<file path="config.mk">
export PLATFORM = sky130hd
export DESIGN_NAME = ihb_site
export DESIGN_NICKNAME = d
export VERILOG_FILES = /design/src/ihb_pkg.sv /design/src/ihb_site.sv
export SDC_FILE = /design/constraint.sdc
export NUM_CORES = 1
export LEC_CHECK = 0
export ABC_AREA = 1
export BUFFER_PORTS_ARGS = -buffer_cell sky130_fd_sc_hd__buf_2
export CORE_MARGIN = 2
export CORE_UTILIZATION = 48
export DETAILED_ROUTE_END_ITERATION = 12
export PLACE_DENSITY = 0.81
export RECOVER_POWER = 100
export SLEW_MARGIN = 30
export SYNTH_ARGS = -nofsm -noshare
export SYNTH_HDL_FRONTEND = slang
export SYNTH_SLANG_ARGS = --single-unit
</file>
<file path="constraint.sdc">
create_clock -name vclk -period 2.46
set_clock_uncertainty 0.2 [all_clocks]
set_input_delay 0.123 -clock vclk [all_inputs]
set_output_delay 0.123 -clock vclk [all_outputs]
set_load 0.01 [all_outputs]
</file>
<file path="src/ihb_pkg.sv">
package ihb_pkg;

  // Default edge length of the stored cube
  localparam int LATTICE_SIZE_DEFAULT = 16;

  // Field widths
  localparam int COORD_W  = 4;
  localparam int EDGE_W   = 5;
  localparam int PROB_W   = 16;
  localparam int RND_W    = 16;
  localparam int NSUM_W   = 4;
  localparam int DE_W     = 5;
  localparam int ENERGY_W = 16;
  localparam int MAG_W    = 15;

  // Largest edge the coordinate fields can address
  localparam int MAX_EDGE = 1 << COORD_W;
  localparam int MIN_EDGE = 2;

  // Saturation limits of the running sums
  localparam int ENERGY_LIMIT = 24576;
  localparam int MAG_LIMIT    = 8192;

  // Stream widths
  localparam int IN_TDATA_W  = 32;
  localparam int OUT_TDATA_W = 48;

  // Configuration port
  localparam int CFG_INDEX_W = 3;
  localparam int CFG_DATA_W  = 16;
  localparam int NUM_PROB    = 7;

  localparam logic [CFG_INDEX_W-1:0] REG_LATTICE_SIZE = 3'd0;
  localparam logic [CFG_INDEX_W-1:0] REG_PROB_FIRST   = 3'd1;
  localparam logic [CFG_INDEX_W-1:0] REG_PROB_LAST    = 3'd7;

  // Lattice row reads: center row and the four x/y neighbor rows
  localparam int NUM_ROWS = 5;
  localparam int ROW_C    = 0;
  localparam int ROW_XM   = 1;
  localparam int ROW_XP   = 2;
  localparam int ROW_YM   = 3;
  localparam int ROW_YP   = 4;

  typedef logic [COORD_W-1:0] coord_t;
  typedef logic [EDGE_W-1:0]  edge_t;
  typedef logic [PROB_W-1:0]  prob_t;

  typedef enum logic {
    OP_WRITE  = 1'b0,
    OP_UPDATE = 1'b1
  } op_t;

  localparam edge_t LATTICE_SIZE_RESET = 5'd16;
  localparam prob_t [NUM_PROB-1:0] PROB_RESET = {
    16'd65535, 16'd65535, 16'd65535, 16'd32768, 16'd0, 16'd0, 16'd0
  };

  // Clamped site and its wrapped neighbors
  typedef struct packed {
    coord_t x;
    coord_t y;
    coord_t z;
    coord_t xm;
    coord_t xp;
    coord_t ym;
    coord_t yp;
    coord_t zm;
    coord_t zp;
  } site_t;

  // Control for the update stage, including forwarding from the last write
  typedef struct packed {
    op_t                  op;
    logic                 spin_value;
    logic [RND_W-1:0]     random_value;
    coord_t               z;
    coord_t               zm;
    coord_t               zp;
    logic [NUM_ROWS-1:0]  hit;
    logic                 fwd_bit;
    coord_t               fwd_z;
  } upd_in_t;

  // Result, packed from the top field down to new_spin in bit 0
  typedef struct packed {
    logic signed [MAG_W-1:0]    magnetization_sum;
    logic signed [ENERGY_W-1:0] energy_sum;
    logic signed [DE_W-1:0]     energy_change;
    logic signed [NSUM_W-1:0]   neighbour_sum;
    logic                       flipped;
    logic                       new_spin;
  } result_t;

endpackage

</file>
<file path="src/ihb_site.sv">
module ihb_site (
  input  ihb_pkg::edge_t  edge_len,
  input  ihb_pkg::coord_t x,
  input  ihb_pkg::coord_t y,
  input  ihb_pkg::coord_t z,
  output ihb_pkg::site_t  site
);
  import ihb_pkg::*;

  // Saturate a coordinate to the last site of the edge
  function automatic coord_t clamp_c(coord_t c, edge_t l);
    return (EDGE_W'(c) >= l) ? COORD_W'(l - edge_t'(1)) : c;
  endfunction

  // Periodic predecessor
  function automatic coord_t wrap_dec(coord_t c, edge_t l);
    return (c == '0) ? COORD_W'(l - edge_t'(1)) : c - coord_t'(1);
  endfunction

  // Periodic successor, compared at edge width so the top edge wraps cleanly
  function automatic coord_t wrap_inc(coord_t c, edge_t l);
    return ((EDGE_W'(c) + edge_t'(1)) == l) ? '0 : c + coord_t'(1);
  endfunction

  coord_t cx, cy, cz;

  always_comb begin
    cx = clamp_c(x, edge_len);
    cy = clamp_c(y, edge_len);
    cz = clamp_c(z, edge_len);
  end

  always_comb begin
    site.x  = cx;
    site.y  = cy;
    site.z  = cz;
    site.xm = wrap_dec(cx, edge_len);
    site.xp = wrap_inc(cx, edge_len);
    site.ym = wrap_dec(cy, edge_len);
    site.yp = wrap_inc(cy, edge_len);
    site.zm = wrap_dec(cz, edge_len);
    site.zp = wrap_inc(cz, edge_len);
  end

endmodule

</file>
== Word level (Yosys, flattened, before mapping) ==
Index checks and enable logic that the tools add are counted.

* Register bits after elaboration: 0

* $add $sub $neg: 10
* Order comparisons: 3
* Equality and inequality tests: 3
* Multiplexer cells: 9
* Reduce and logical (&&, ||, !) cells: 3

{| class="wikitable"
|+ Operators by type and width
! cell !! count
|-
| 4-bit two-way mux || 9
|-
| 4-bit by 1-bit subtractor with 4-bit output, second input constant || 4
|-
| 4-bit by 1-bit adder with 5-bit output, second input constant || 3
|-
| 5-bit == test || 3
|-
| 4-bit by 5-bit greater-or-equal comparator with 1-bit output || 3
|-
| 4-bit by 1-bit adder with 4-bit output, second input constant || 3
|-
| 4-bit zero test || 3
|}

== Depth between registers and ports, before layout ==
* Word-level depth: 5
* Depth in mapped cells: 19
* Mapped depth without buffers: 19

== Worst setup path after synthesis ==
No wires, ideal clock.

* Kind: in2out
* Start: in edge_len[3]
* End: out site[10] in the netlist's numbering
* Data arrival time: 2.316 ns
* Data required time: 2.137 ns
* Slack: -0.179 ns
* Cell stages on the path: 17
* Path buffers: 1
* Cell sequence: buf_2 -> inv_4 -> ha_1 -> inv_1 -> nor2_1 -> nand2_1 -> nand2_1 -> nand2_1 -> nand2_1 -> inv_1 -> ha_1 -> xnor2_1 -> nand2_1 -> a21oi_1 -> nand3_2 -> nor2_4 -> a21oi_1

{| class="wikitable"
|+ RTL lines
! item !! line !! RTL
|-
| start, declared || ihb_site.sv:2 || <nowiki>input ihb_pkg::edge_t edge_len,</nowiki>
|-
| end, declared || ihb_site.sv:6 || <nowiki>output ihb_pkg::site_t site</nowiki>
|}

==> metrics.yaml <==
run_status:
  status: "complete, but fails checks"
  violations: "setup timing"
power:
  max-vdd-ir-drop_uv: 183
  powerDensity_nw_per_um2: 351
  p_leak_nw: 1.40
  finalPower_mw: 0.882
worst_setup_path:
  crit_type: "input port to primary output"
  slowest_stage: "ha_4"
  cp_max_fo: 5
  cp.required_ps: 2140
  cp_common_cell: "nand2_2"
  cp_num_buf_inv: 5
  end_kind: "primary output"
  cp_cell_sequence: "buf_8 -> clkinvlp_4 -> ha_4 -> nand2_2 -> inv_2 -> nand2_1 -> nand2_1 -> nand2_2 -> nand2_4 -> nand2_2 -> nand2_2 -> inv_2 -> ha_4 -> xnor2_2 -> nand2_1 -> a21oi_2 -> nand3_2 -> nor2_4 -> a21oi_1 -> buf_2"
  cp-startpoint: "edge_len[1]"
  max_stage_delay_ps: 330
  path_delay_family: "simple AND/OR/NAND/NOR gates"
  start_kind: "input port"
  worst_ep_arrival_time_ps: 2310
synth:
  synth_largest_area_cell: "nand2_1"
  postSynthCellCount: 269
  yosys_warnings: 0
  yosysSeqAreaShare: 0
  synth_common_cells: "nand2_1 (89), inv_1 (35), nand3_1 (25), ha_1 (19), nand2_2 (16)"
  synth_area_um2: 1490
  ys_top_cells_by_area: "nand2_1 (22%), ha_1 (16%), inv_1 (8.8%)"
  yosysMostFrequentCell: "nand2_1"
  yosysUniqueCellTypes: 24
  synth_top_area_share: 0.225
  syn_avg_cell_area_um2: 5.53
  synthesis.nets: 305
detailed_routing:
  via_per_inst: 5.53
  wl_met3_um: 322
  drt-met1-wl_um: 2340
  finalWirelength_um: 5850
  wl_met2_um: 2940
  wl_per_cell_um: 14.2
  topRoutingLayerUsed: "met4"
  drt_iter0_markers: 108
  antenna_left: 0
  drtPass1Iterations: 4
  vias: 2274
  drc_errors: 0
run:
  cap_violations: 0
hold_path:
  hold_path_end: "site[35]"
  hold_path.startpoint: "x[3]"
  hold_class: "input port to primary output"
  hold_depth: 4
floorplan:
  dieArea_um2: 3560
  die_x_um: 59.7
  io_pins: 53
  rows: 20
  die_h_um: 59.7
  coreArea_um2: 3000
  start_util: 0.495
sta:
  drv_slew: 0
  setup_tns_ps: -1440
  maxSlewHeadroom: 0.746
  setup_slack_ps: -170
  max_clock_freq_ghz: 0.380
  finalHoldViolCount: 0
  fin_crit_ps: 2630
  rsz0062_at_grt: "true"
  setup_viol: 12
  worst_slew_pin_slew_ps: 381
  timing.final.crit_share: 1.07
final_layout:
  regArea_um2: 0
  area_growth_pct: 69.0
  stdcell_area_um2: 2510
  antennaDiodeCount: 0
  clkbuf_count: 0
  drive_above_1_share: 0.534
  nets: 416
  nFlopsAndLatches: 0
grt:
  grt_first_pass_wirelength_um: 8730
  gr-total-overflow: 0
  grt_pass1_vias: 2075
  grt.total_usage: 0.312
  grt_antenna_before_repair: 0
  grt_max_degree: 10
placement:
  postPlaceCellArea_um2: 2100
  post-dp-hpwl_um: 3900
  gp_congestion: 0.941
  port_buffers: 53
clock_tree:
  holdBufCountCts: 0
## repair_timing
| action | in CTS | in global routing |
|---|---|---|
| resized for setup | 47 | 22 |
| buffers inserted | 15 | 5 |
| pin swaps | 26 | 7 |
| endpoints found under the setup margin | 13 | 22 |
## how the worst max path moves through the flow
stage                           to  slack (ps)  cells past startpoint
after floorplan           site[10]         -10                     17
after global placement    site[18]        -250                     18
after detailed placement  site[18]        -280                     18
after CTS                 site[11]        -130                     20
after global routing       site[8]        -280                     20
final                      site[8]        -170                     20
## cell type report
cell class | instances | area (um2)
Inverter | 42 | 169
Multi-Input combinational cell | 226 | 1590
Timing Repair Buffer | 110 | 714
Tap cell | 33 | 41.3
Fill cell | 192 | 490
## through the flow
stage	instances	util	hold slack (ps)	setup slack, ps
after global placement	394	0.699	474	-248
after floorplan	269	-	176	-10.5
final	411	0.837	510	-170
after CTS	409	0.804	492	-130
after global routing	411	0.837	533	-278
after detailed placement	394	0.699	492	-280
## layer usage
layer,GRT usage,vias up
met5,0,-
met1,0.354,1052
met4,0.140,0
met2,0.585,85
met3,0.0238,27
li1,-,1110
## power breakdown
part           switching, mW  internal, mW
Clock                      0             0
Combinational          0.501         0.381
Sequential                 0             0
## kinds of logic (layout without fill, tap and decap cells)
group           Yosys count  count (layout)  share of synthesized area
simple gates            170             170                      0.568
buf+inv                  43             152                      0.113
xor+xnor                  6               6                     0.0455
fa+ha+maj                19              19                      0.160
compound gates           31              31                      0.114
## cells in the final DEF, fill, tap and decap left out, drive strengths merged
cell and n:
a21oi 15, xor2 3, nand2 108, nand3 32, nand3b 3, inv 41, xnor2 3, o21ai 12
buf 110, nand4 12, nor2 15, clkinvlp 1, o221ai 3, ha 19, o21bai 1
Power figures use the tool's default switching activity.
