==> src/ihb_pkg.sv <==
package ihb_pkg;

  // Default edge length of the stored cube
  localparam int LATTICE_SIZE_DEFAULT = 16;

  // Field widths
  localparam int COORD_W  = 4;
  localparam int EDGE_W   = 5;
  localparam int PROB_W   = 16;
  localparam int RND_W    = 16;
  localparam int NSUM_W   = 4;
  localparam int DE_W     = 5;
  localparam int ENERGY_W = 16;
  localparam int MAG_W    = 15;

  // Largest edge the coordinate fields can address
  localparam int MAX_EDGE = 1 << COORD_W;
  localparam int MIN_EDGE = 2;

  // Saturation limits of the running sums
  localparam int ENERGY_LIMIT = 24576;
  localparam int MAG_LIMIT    = 8192;

  // Stream widths
  localparam int IN_TDATA_W  = 32;
  localparam int OUT_TDATA_W = 48;

  // Configuration port
  localparam int CFG_INDEX_W = 3;
  localparam int CFG_DATA_W  = 16;
  localparam int NUM_PROB    = 7;

  localparam logic [CFG_INDEX_W-1:0] REG_LATTICE_SIZE = 3'd0;
  localparam logic [CFG_INDEX_W-1:0] REG_PROB_FIRST   = 3'd1;
  localparam logic [CFG_INDEX_W-1:0] REG_PROB_LAST    = 3'd7;

  // Lattice row reads: center row and the four x/y neighbor rows
  localparam int NUM_ROWS = 5;
  localparam int ROW_C    = 0;
  localparam int ROW_XM   = 1;
  localparam int ROW_XP   = 2;
  localparam int ROW_YM   = 3;
  localparam int ROW_YP   = 4;

  typedef logic [COORD_W-1:0] coord_t;
  typedef logic [EDGE_W-1:0]  edge_t;
  typedef logic [PROB_W-1:0]  prob_t;

  typedef enum logic {
    OP_WRITE  = 1'b0,
    OP_UPDATE = 1'b1
  } op_t;

  localparam edge_t LATTICE_SIZE_RESET = 5'd16;
  localparam prob_t [NUM_PROB-1:0] PROB_RESET = {
    16'd65535, 16'd65535, 16'd65535, 16'd32768, 16'd0, 16'd0, 16'd0
  };

  // Clamped site and its wrapped neighbors
  typedef struct packed {
    coord_t x;
    coord_t y;
    coord_t z;
    coord_t xm;
    coord_t xp;
    coord_t ym;
    coord_t yp;
    coord_t zm;
    coord_t zp;
  } site_t;

  // Control for the update stage, including forwarding from the last write
  typedef struct packed {
    op_t                  op;
    logic                 spin_value;
    logic [RND_W-1:0]     random_value;
    coord_t               z;
    coord_t               zm;
    coord_t               zp;
    logic [NUM_ROWS-1:0]  hit;
    logic                 fwd_bit;
    coord_t               fwd_z;
  } upd_in_t;

  // Result, packed from the top field down to new_spin in bit 0
  typedef struct packed {
    logic signed [MAG_W-1:0]    magnetization_sum;
    logic signed [ENERGY_W-1:0] energy_sum;
    logic signed [DE_W-1:0]     energy_change;
    logic signed [NSUM_W-1:0]   neighbour_sum;
    logic                       flipped;
    logic                       new_spin;
  } result_t;

endpackage

==> src/ihb_update.sv <==
module ihb_update #(
  parameter int LATTICE_SIZE = ihb_pkg::LATTICE_SIZE_DEFAULT
) (
  input  logic [ihb_pkg::NUM_ROWS-1:0][LATTICE_SIZE-1:0] rows,
  input  ihb_pkg::upd_in_t                               ctl,
  input  ihb_pkg::prob_t [ihb_pkg::NUM_PROB-1:0]         prob,
  input  logic signed [ihb_pkg::ENERGY_W-1:0]            energy_acc,
  input  logic signed [ihb_pkg::MAG_W-1:0]               mag_acc,
  output ihb_pkg::result_t                               res
);
  import ihb_pkg::*;

  localparam int ZW = $clog2(LATTICE_SIZE);
  localparam logic signed [ENERGY_W:0] E_HI = (ENERGY_W+1)'(ENERGY_LIMIT);
  localparam logic signed [ENERGY_W:0] E_LO = -E_HI;
  localparam logic signed [MAG_W:0]    M_HI = (MAG_W+1)'(MAG_LIMIT);
  localparam logic signed [MAG_W:0]    M_LO = -M_HI;

  logic [NUM_ROWS-1:0][LATTICE_SIZE-1:0] fixed;
  logic [ZW-1:0]                 zi, zmi, zpi;
  logic                          old_bit, up_bit, flip;
  logic [2:0]                    up_count;
  prob_t                         thr;
  logic signed [NSUM_W-1:0]      nsum;
  logic signed [DE_W-1:0]        twice_sum, de;
  logic signed [ENERGY_W:0]      e_wide, e_sat;
  logic signed [MAG_W:0]         m_wide, m_sat;

  assign zi  = ZW'(ctl.z);
  assign zmi = ZW'(ctl.zm);
  assign zpi = ZW'(ctl.zp);

  // Patch in the bit written by the previous item where its row was read stale
  always_comb begin
    for (int i = 0; i < NUM_ROWS; i++) begin
      fixed[i] = rows[i];
      if (ctl.hit[i]) begin
        fixed[i][ZW'(ctl.fwd_z)] = ctl.fwd_bit;
      end
    end
  end

  // Neighbor count and heat-bath decision
  always_comb begin
    old_bit  = fixed[ROW_C][zi];
    up_count = 3'(fixed[ROW_C][zmi]) + 3'(fixed[ROW_C][zpi])
             + 3'(fixed[ROW_XM][zi]) + 3'(fixed[ROW_XP][zi])
             + 3'(fixed[ROW_YM][zi]) + 3'(fixed[ROW_YP][zi]);
    thr       = prob[up_count];
    nsum      = $signed({up_count, 1'b0} - 4'd6);
    up_bit    = ctl.random_value < thr;
    flip      = up_bit != old_bit;
    twice_sum = $signed({nsum, 1'b0});
    if (!flip) begin
      de = '0;
    end else if (up_bit) begin
      de = -twice_sum;
    end else begin
      de = twice_sum;
    end
  end

  // Saturating running sums
  always_comb begin
    e_wide = $signed({energy_acc[ENERGY_W-1], energy_acc})
           + $signed({{(ENERGY_W+1-DE_W){de[DE_W-1]}}, de});
    m_wide = $signed({mag_acc[MAG_W-1], mag_acc})
           + (up_bit ? (MAG_W+1)'(2) : -(MAG_W+1)'(2));
    if (e_wide > E_HI) begin
      e_sat = E_HI;
    end else if (e_wide < E_LO) begin
      e_sat = E_LO;
    end else begin
      e_sat = e_wide;
    end
    if (m_wide > M_HI) begin
      m_sat = M_HI;
    end else if (m_wide < M_LO) begin
      m_sat = M_LO;
    end else begin
      m_sat = m_wide;
    end
  end

  // Result: a write reports its bit and clears the sums
  always_comb begin
    if (ctl.op == OP_WRITE) begin
      res.new_spin          = ctl.spin_value;
      res.flipped           = 1'b0;
      res.neighbour_sum     = '0;
      res.energy_change     = '0;
      res.energy_sum        = '0;
      res.magnetization_sum = '0;
    end else begin
      res.new_spin          = up_bit;
      res.flipped           = flip;
      res.neighbour_sum     = nsum;
      res.energy_change     = de;
      res.energy_sum        = flip ? ENERGY_W'(e_sat) : energy_acc;
      res.magnetization_sum = flip ? MAG_W'(m_sat) : mag_acc;
    end
  end

endmodule

==> config.mk <==
export PLATFORM = sky130hd
export DESIGN_NAME = ihb_update
export DESIGN_NICKNAME = d
export VERILOG_FILES = /design/src/ihb_pkg.sv /design/src/ihb_update.sv
export SDC_FILE = /design/constraint.sdc
export NUM_CORES = 1
export LEC_CHECK = 0
export ABC_AREA = 1
export BUFFER_PORTS_ARGS = -buffer_cell sky130_fd_sc_hd__buf_4
export CAP_MARGIN = 20
export CORE_MARGIN = 3
export CORE_UTILIZATION = 51
export DETAILED_ROUTE_END_ITERATION = 8
export PLACE_DENSITY = 0.86
export SKIP_LAST_GASP = 1
export SLEW_MARGIN = 20
export SYNTH_ARGS = -nofsm -noshare
export SYNTH_HDL_FRONTEND = slang
export SYNTH_SLANG_ARGS = --single-unit
==> constraint.sdc <==
create_clock -name vclk -period 13.55
set_clock_uncertainty 0.15 [all_clocks]
set_input_delay 2.0325 -clock vclk [all_inputs]
set_output_delay 2.0325 -clock vclk [all_outputs]
set_load 0.02 [all_outputs]
* Yosys cells after proc, flatten, opt, wreduce, memory -nomap -nowiden
Cells that the tools add are included.
** Word-level totals
- Flip-flop bits (word level) :: 0
- Input port bits :: 263
- Output and inout bits :: 42
- Logic and storage cells :: 60
** Cells by class
- Add/subtract/negate cells :: 9
- Order comparisons :: 11
- Eq/ne operators :: 1
- Muxes and demuxes :: 38
- Reductions and logical operators :: 1
** Operator list (number)
- two-way mux 16 bit :: 10
- bitwise mux 16 bit :: 5
- binary-select mux 16 bit (select 3 bit) :: 1
- two-way mux 15 bit :: 3
- two-way mux 42 bit :: 1
- binary-select mux 1 bit (select 4 bit) :: 7
- < comparator 4 x 5 -> 1 bit, second input constant :: 4
- adder 16 x 5 -> 17 bit :: 1
- greater-than comparator 17 x 16 -> 1 bit, second input constant :: 1
- < comparator 17 x 16 -> 1 bit, second input constant :: 1
- adder 15 x 16 -> 16 bit :: 1
- greater-than comparator 16 x 15 -> 1 bit, second input constant :: 1
- < comparator 16 x 14 -> 1 bit, second input constant :: 1
- < comparator 16 bit :: 1
- two-way mux 5 bit :: 2
- adder 3 x 1 -> 3 bit :: 3
- two-way mux 1 bit :: 8
- negator 5 bit :: 1
- demux 1 bit (select 4 bit) :: 1
- >= comparator 4 x 1 -> 1 bit, second input constant :: 1
- < comparator 3 x 4 -> 1 bit, second input constant :: 1
- subtractor 4 x 3 -> 4 bit, second input constant :: 1
- adder 2 x 1 -> 3 bit :: 1
- adder 1 x 1 -> 2 bit :: 1
- 2 further kinds :: 2

* Longest topological paths before layout
- Depth in word-level cells :: 24
- Gate-level depth with buffers :: 58
- Gate-level depth less buffers :: 53

* Least setup slack after synthesis
No wires, ideal clock.
- Path type :: input -> output
- From :: input port ctl[4] (netlist name)
- To :: output port res[15] (netlist name)
- Data arrival time :: 10.233 ns
- Setup slack :: 1.134 ns
- Stages :: 50
- Buffers on the path :: 9
- Cell sequence :: clkbuf_1 -> inv_1 -> buf_2 -> clkbuf_1 -> clkbuf_1 -> nand2_1 -> o211ai_1 -> nand3_1 -> o21ai_0 -> nand2_1 -> a31oi_1 -> fa_1 -> fa_1 -> inv_1 -> ha_1 -> inv_1 -> fa_1 -> clkbuf_1 -> [... 14 more ...] -> nor2_1 -> ha_1 -> nand2_1 -> inv_1 -> a21oi_1 -> nand2_1 -> nand3_1 -> nand2_1 -> nand2_1 -> nand2_1 -> inv_1 -> nand2_1 -> nand2_1 -> buf_1 -> nand2_1 -> nor2_1 -> nor2_1 -> nor2_1
** RTL lines
- start: declaration :: RTL line ihb_update.sv:5 : input ihb_pkg::upd_in_t ctl,
- end: declaration :: RTL line ihb_update.sv:9 : output ihb_pkg::result_t res

==> summary.md <==
| Metric | Value |
|---|---|
| Pre-CTS setup slack | `0.584 ns` |
| GR Overflow Total | `0` |
| TritonRoute pass-1 iters | `6` |
| Post-Syn Instances | `1390` |
| RSZ-0062 raised after global routing | `false` |
| Worst path arrival time | `10.68 ns` |
| I/O Buffers | `302` |
| Slew @ Worst Pin | `0.706 ns` |
| Worst-path maximum fanout | `36` |
| Initial core utilization | `53.1%` |
| Pin count of the biggest net entering global routing | `55` |
| Nets@finish | `1950` |
| Sequential area share after synthesis | `0%` |
| Final setup margin | `0.691 ns` |
| Mean Syn Cell Area | `4.90 µm²` |
| Final Wtd Congestion | `1.04` |
| Gr usage total | `36.6%` |
| Yosys cell types | `46` |
| Area Overhead vs Synth | `32.9%` |
| Total Wirelength | `29000 µm` |
| Vias/cell | `5.74` |
| Die height | `122 µm` |
| # setup viols final | `0` |
| CLK BUF | `0` |
| Rel. slew slack | `52.8%` |
| Drt wl/cell | `16.0 µm` |
| Area of the mapped netlist | `6810 µm²` |
| Tightest Hold Check Type | `in2out` |
| Multi-input gate area | `5850 µm²` |
| Initial antenna violation count | `0` |
| Commonest cells after routing, fill and taps aside | `nand2_1 (389), buf_4 (314), nor2_1 (197)` |
| Vias in the first global route | `9270` |
| Minimum clock period | `12.86 ns` |
| Post-route ant nets | `0` |
| First-pass GRT wire length | `44500 µm` |
| Maximum clock rate | `77.8 MHz` |
| Worst Path Required | `11.37 ns` |
| Max-cap violations | `0` |
| Period utilization | `94.9%` |
| Via count | `10400` |
| Cts repair resizes | `0` |
| Ports | `305` |
| Site Rows | `41` |
| Setup CP Type | `in2out` |
| DRC Markers | `0` |
| Cts hold-fix bufs | `0` |
| Final Max Tran Viols | `0` |
| Synthesis Warnings | `0` |
| CP Launch Type | `input pin` |
| Ratio of cells with drive above 1 in the final layout | `21.7%` |
| Sequential cell area | `0 µm²` |
| Filler Cell Count | `1247` |
| FFs & Latches | `0` |
| Core Footprint | `12800 µm²` |
| CP max stage delay | `0.57 ns` |
| DRT iter0 DRCs | `1279` |
| Commonest non-fill, non-tap cell in the layout | `nand2_1` |
| Crit path max-delay cell type | `fa_1` |
| TNS Setup | `0 ns` |
| CP dominant cell by count | `nand2_1` |
| Outcome | `finished clean` |
| Crit end category | `output pin` |
| Antenna Cells | `0` |
| Chip Width | `122 µm` |
| Final HPWL DP | `23500 µm` |
| Postcts setup bufs | `0` |
| Die area | `14800 µm²` |
| Fin. Hold Viols | `0` |
[logic make-up (layout without fill, tap and decap cells)]
group | Yosys count | in the layout | share of synthesized area (%)
xor gates and xnor gates | 9 | 9 | 1.16
and+or+nand+nor | 819 | 819 | 52.0
adders and majority gates | 51 | 51 | 9.92
buffers and inverters | 237 | 479 | 14.3
other | 1 | 3 | 0.0551
AOI/OAI and AO/OA | 273 | 273 | 22.6
[worst max-delay path, delay by kind of cell]
family	cells	cell delay, ns
and+or+nand+nor	19	2.82
AOI/OAI and AO/OA	12	1.68
buffers and inverters	8	1.74
adders and majority gates	6	2.37
[area by class of cell]
class                      instances  share of cell area (%)
timing repair buffer             314                    26.0
multi-input combinational       1155                    64.6
inverter                         165                    6.95
tap                              172                    2.38
[final timing paths]
kind              startpoint  endpoint  slack [ns]  cells past startpoint
hold / removal       ctl[38]    res[0]        4.24                      4
setup / recovery     ctl[18]   res[12]        0.69                     45
[metrics by stage]
step	utilization, %	instance area (µm²)	cells	hold WS (ns)
floorplan	-	6820	1392	4.03
global placement	70.5	9050	1806	4.23
detailed placement	70.5	9050	1806	4.24
CTS	70.5	9050	1806	4.24
global route	70.6	9050	1806	4.28
finish	70.6	9050	1806	4.24
[synthesized netlist by cell type (4+ instances only)]
library cell	instances	area share (%)
o21ai_0	123	9.0
clkinv_1	6	0.33
fa_1	5	1.5
a31oi_1	17	1.6
nand2_4	6	0.99
o21bai_1	6	0.66
nand4_1	10	0.92
nor2_1	198	11
a32oi_1	5	0.64
buf_1	4	0.22
inv_1	153	8.4
buf_4	5	0.55
buf_6	5	0.83
nand2_1	389	21
o211ai_1	25	2.8
nand3b_1	5	0.55
inv_2	4	0.22
nor3_1	4	0.29
nand3_1	180	13
xor2_1	5	0.64
buf_2	15	1.1
ha_1	46	8.5
nor2_2	5	0.46
a21oi_1	73	5.4
nor2_4	8	1.3
xnor2_1	4	0.51
clkbuf_1	43	2.4
o22ai_1	13	1.2
[metal layers]
metal  global-route usage (%)  vias to the layer above  wire length (µm)
met2                     61.8                      675             13400
met1                     46.9                     4526             11100
li1                         -                     5058                 -
met3                     5.25                      105              3160
met4                     14.5                        0              1320
met5                        0                        -                 0
Power is left out: the tool's default activity adds up to more than one toggle a clock period on the data nets, which glitch-free logic cannot reach.
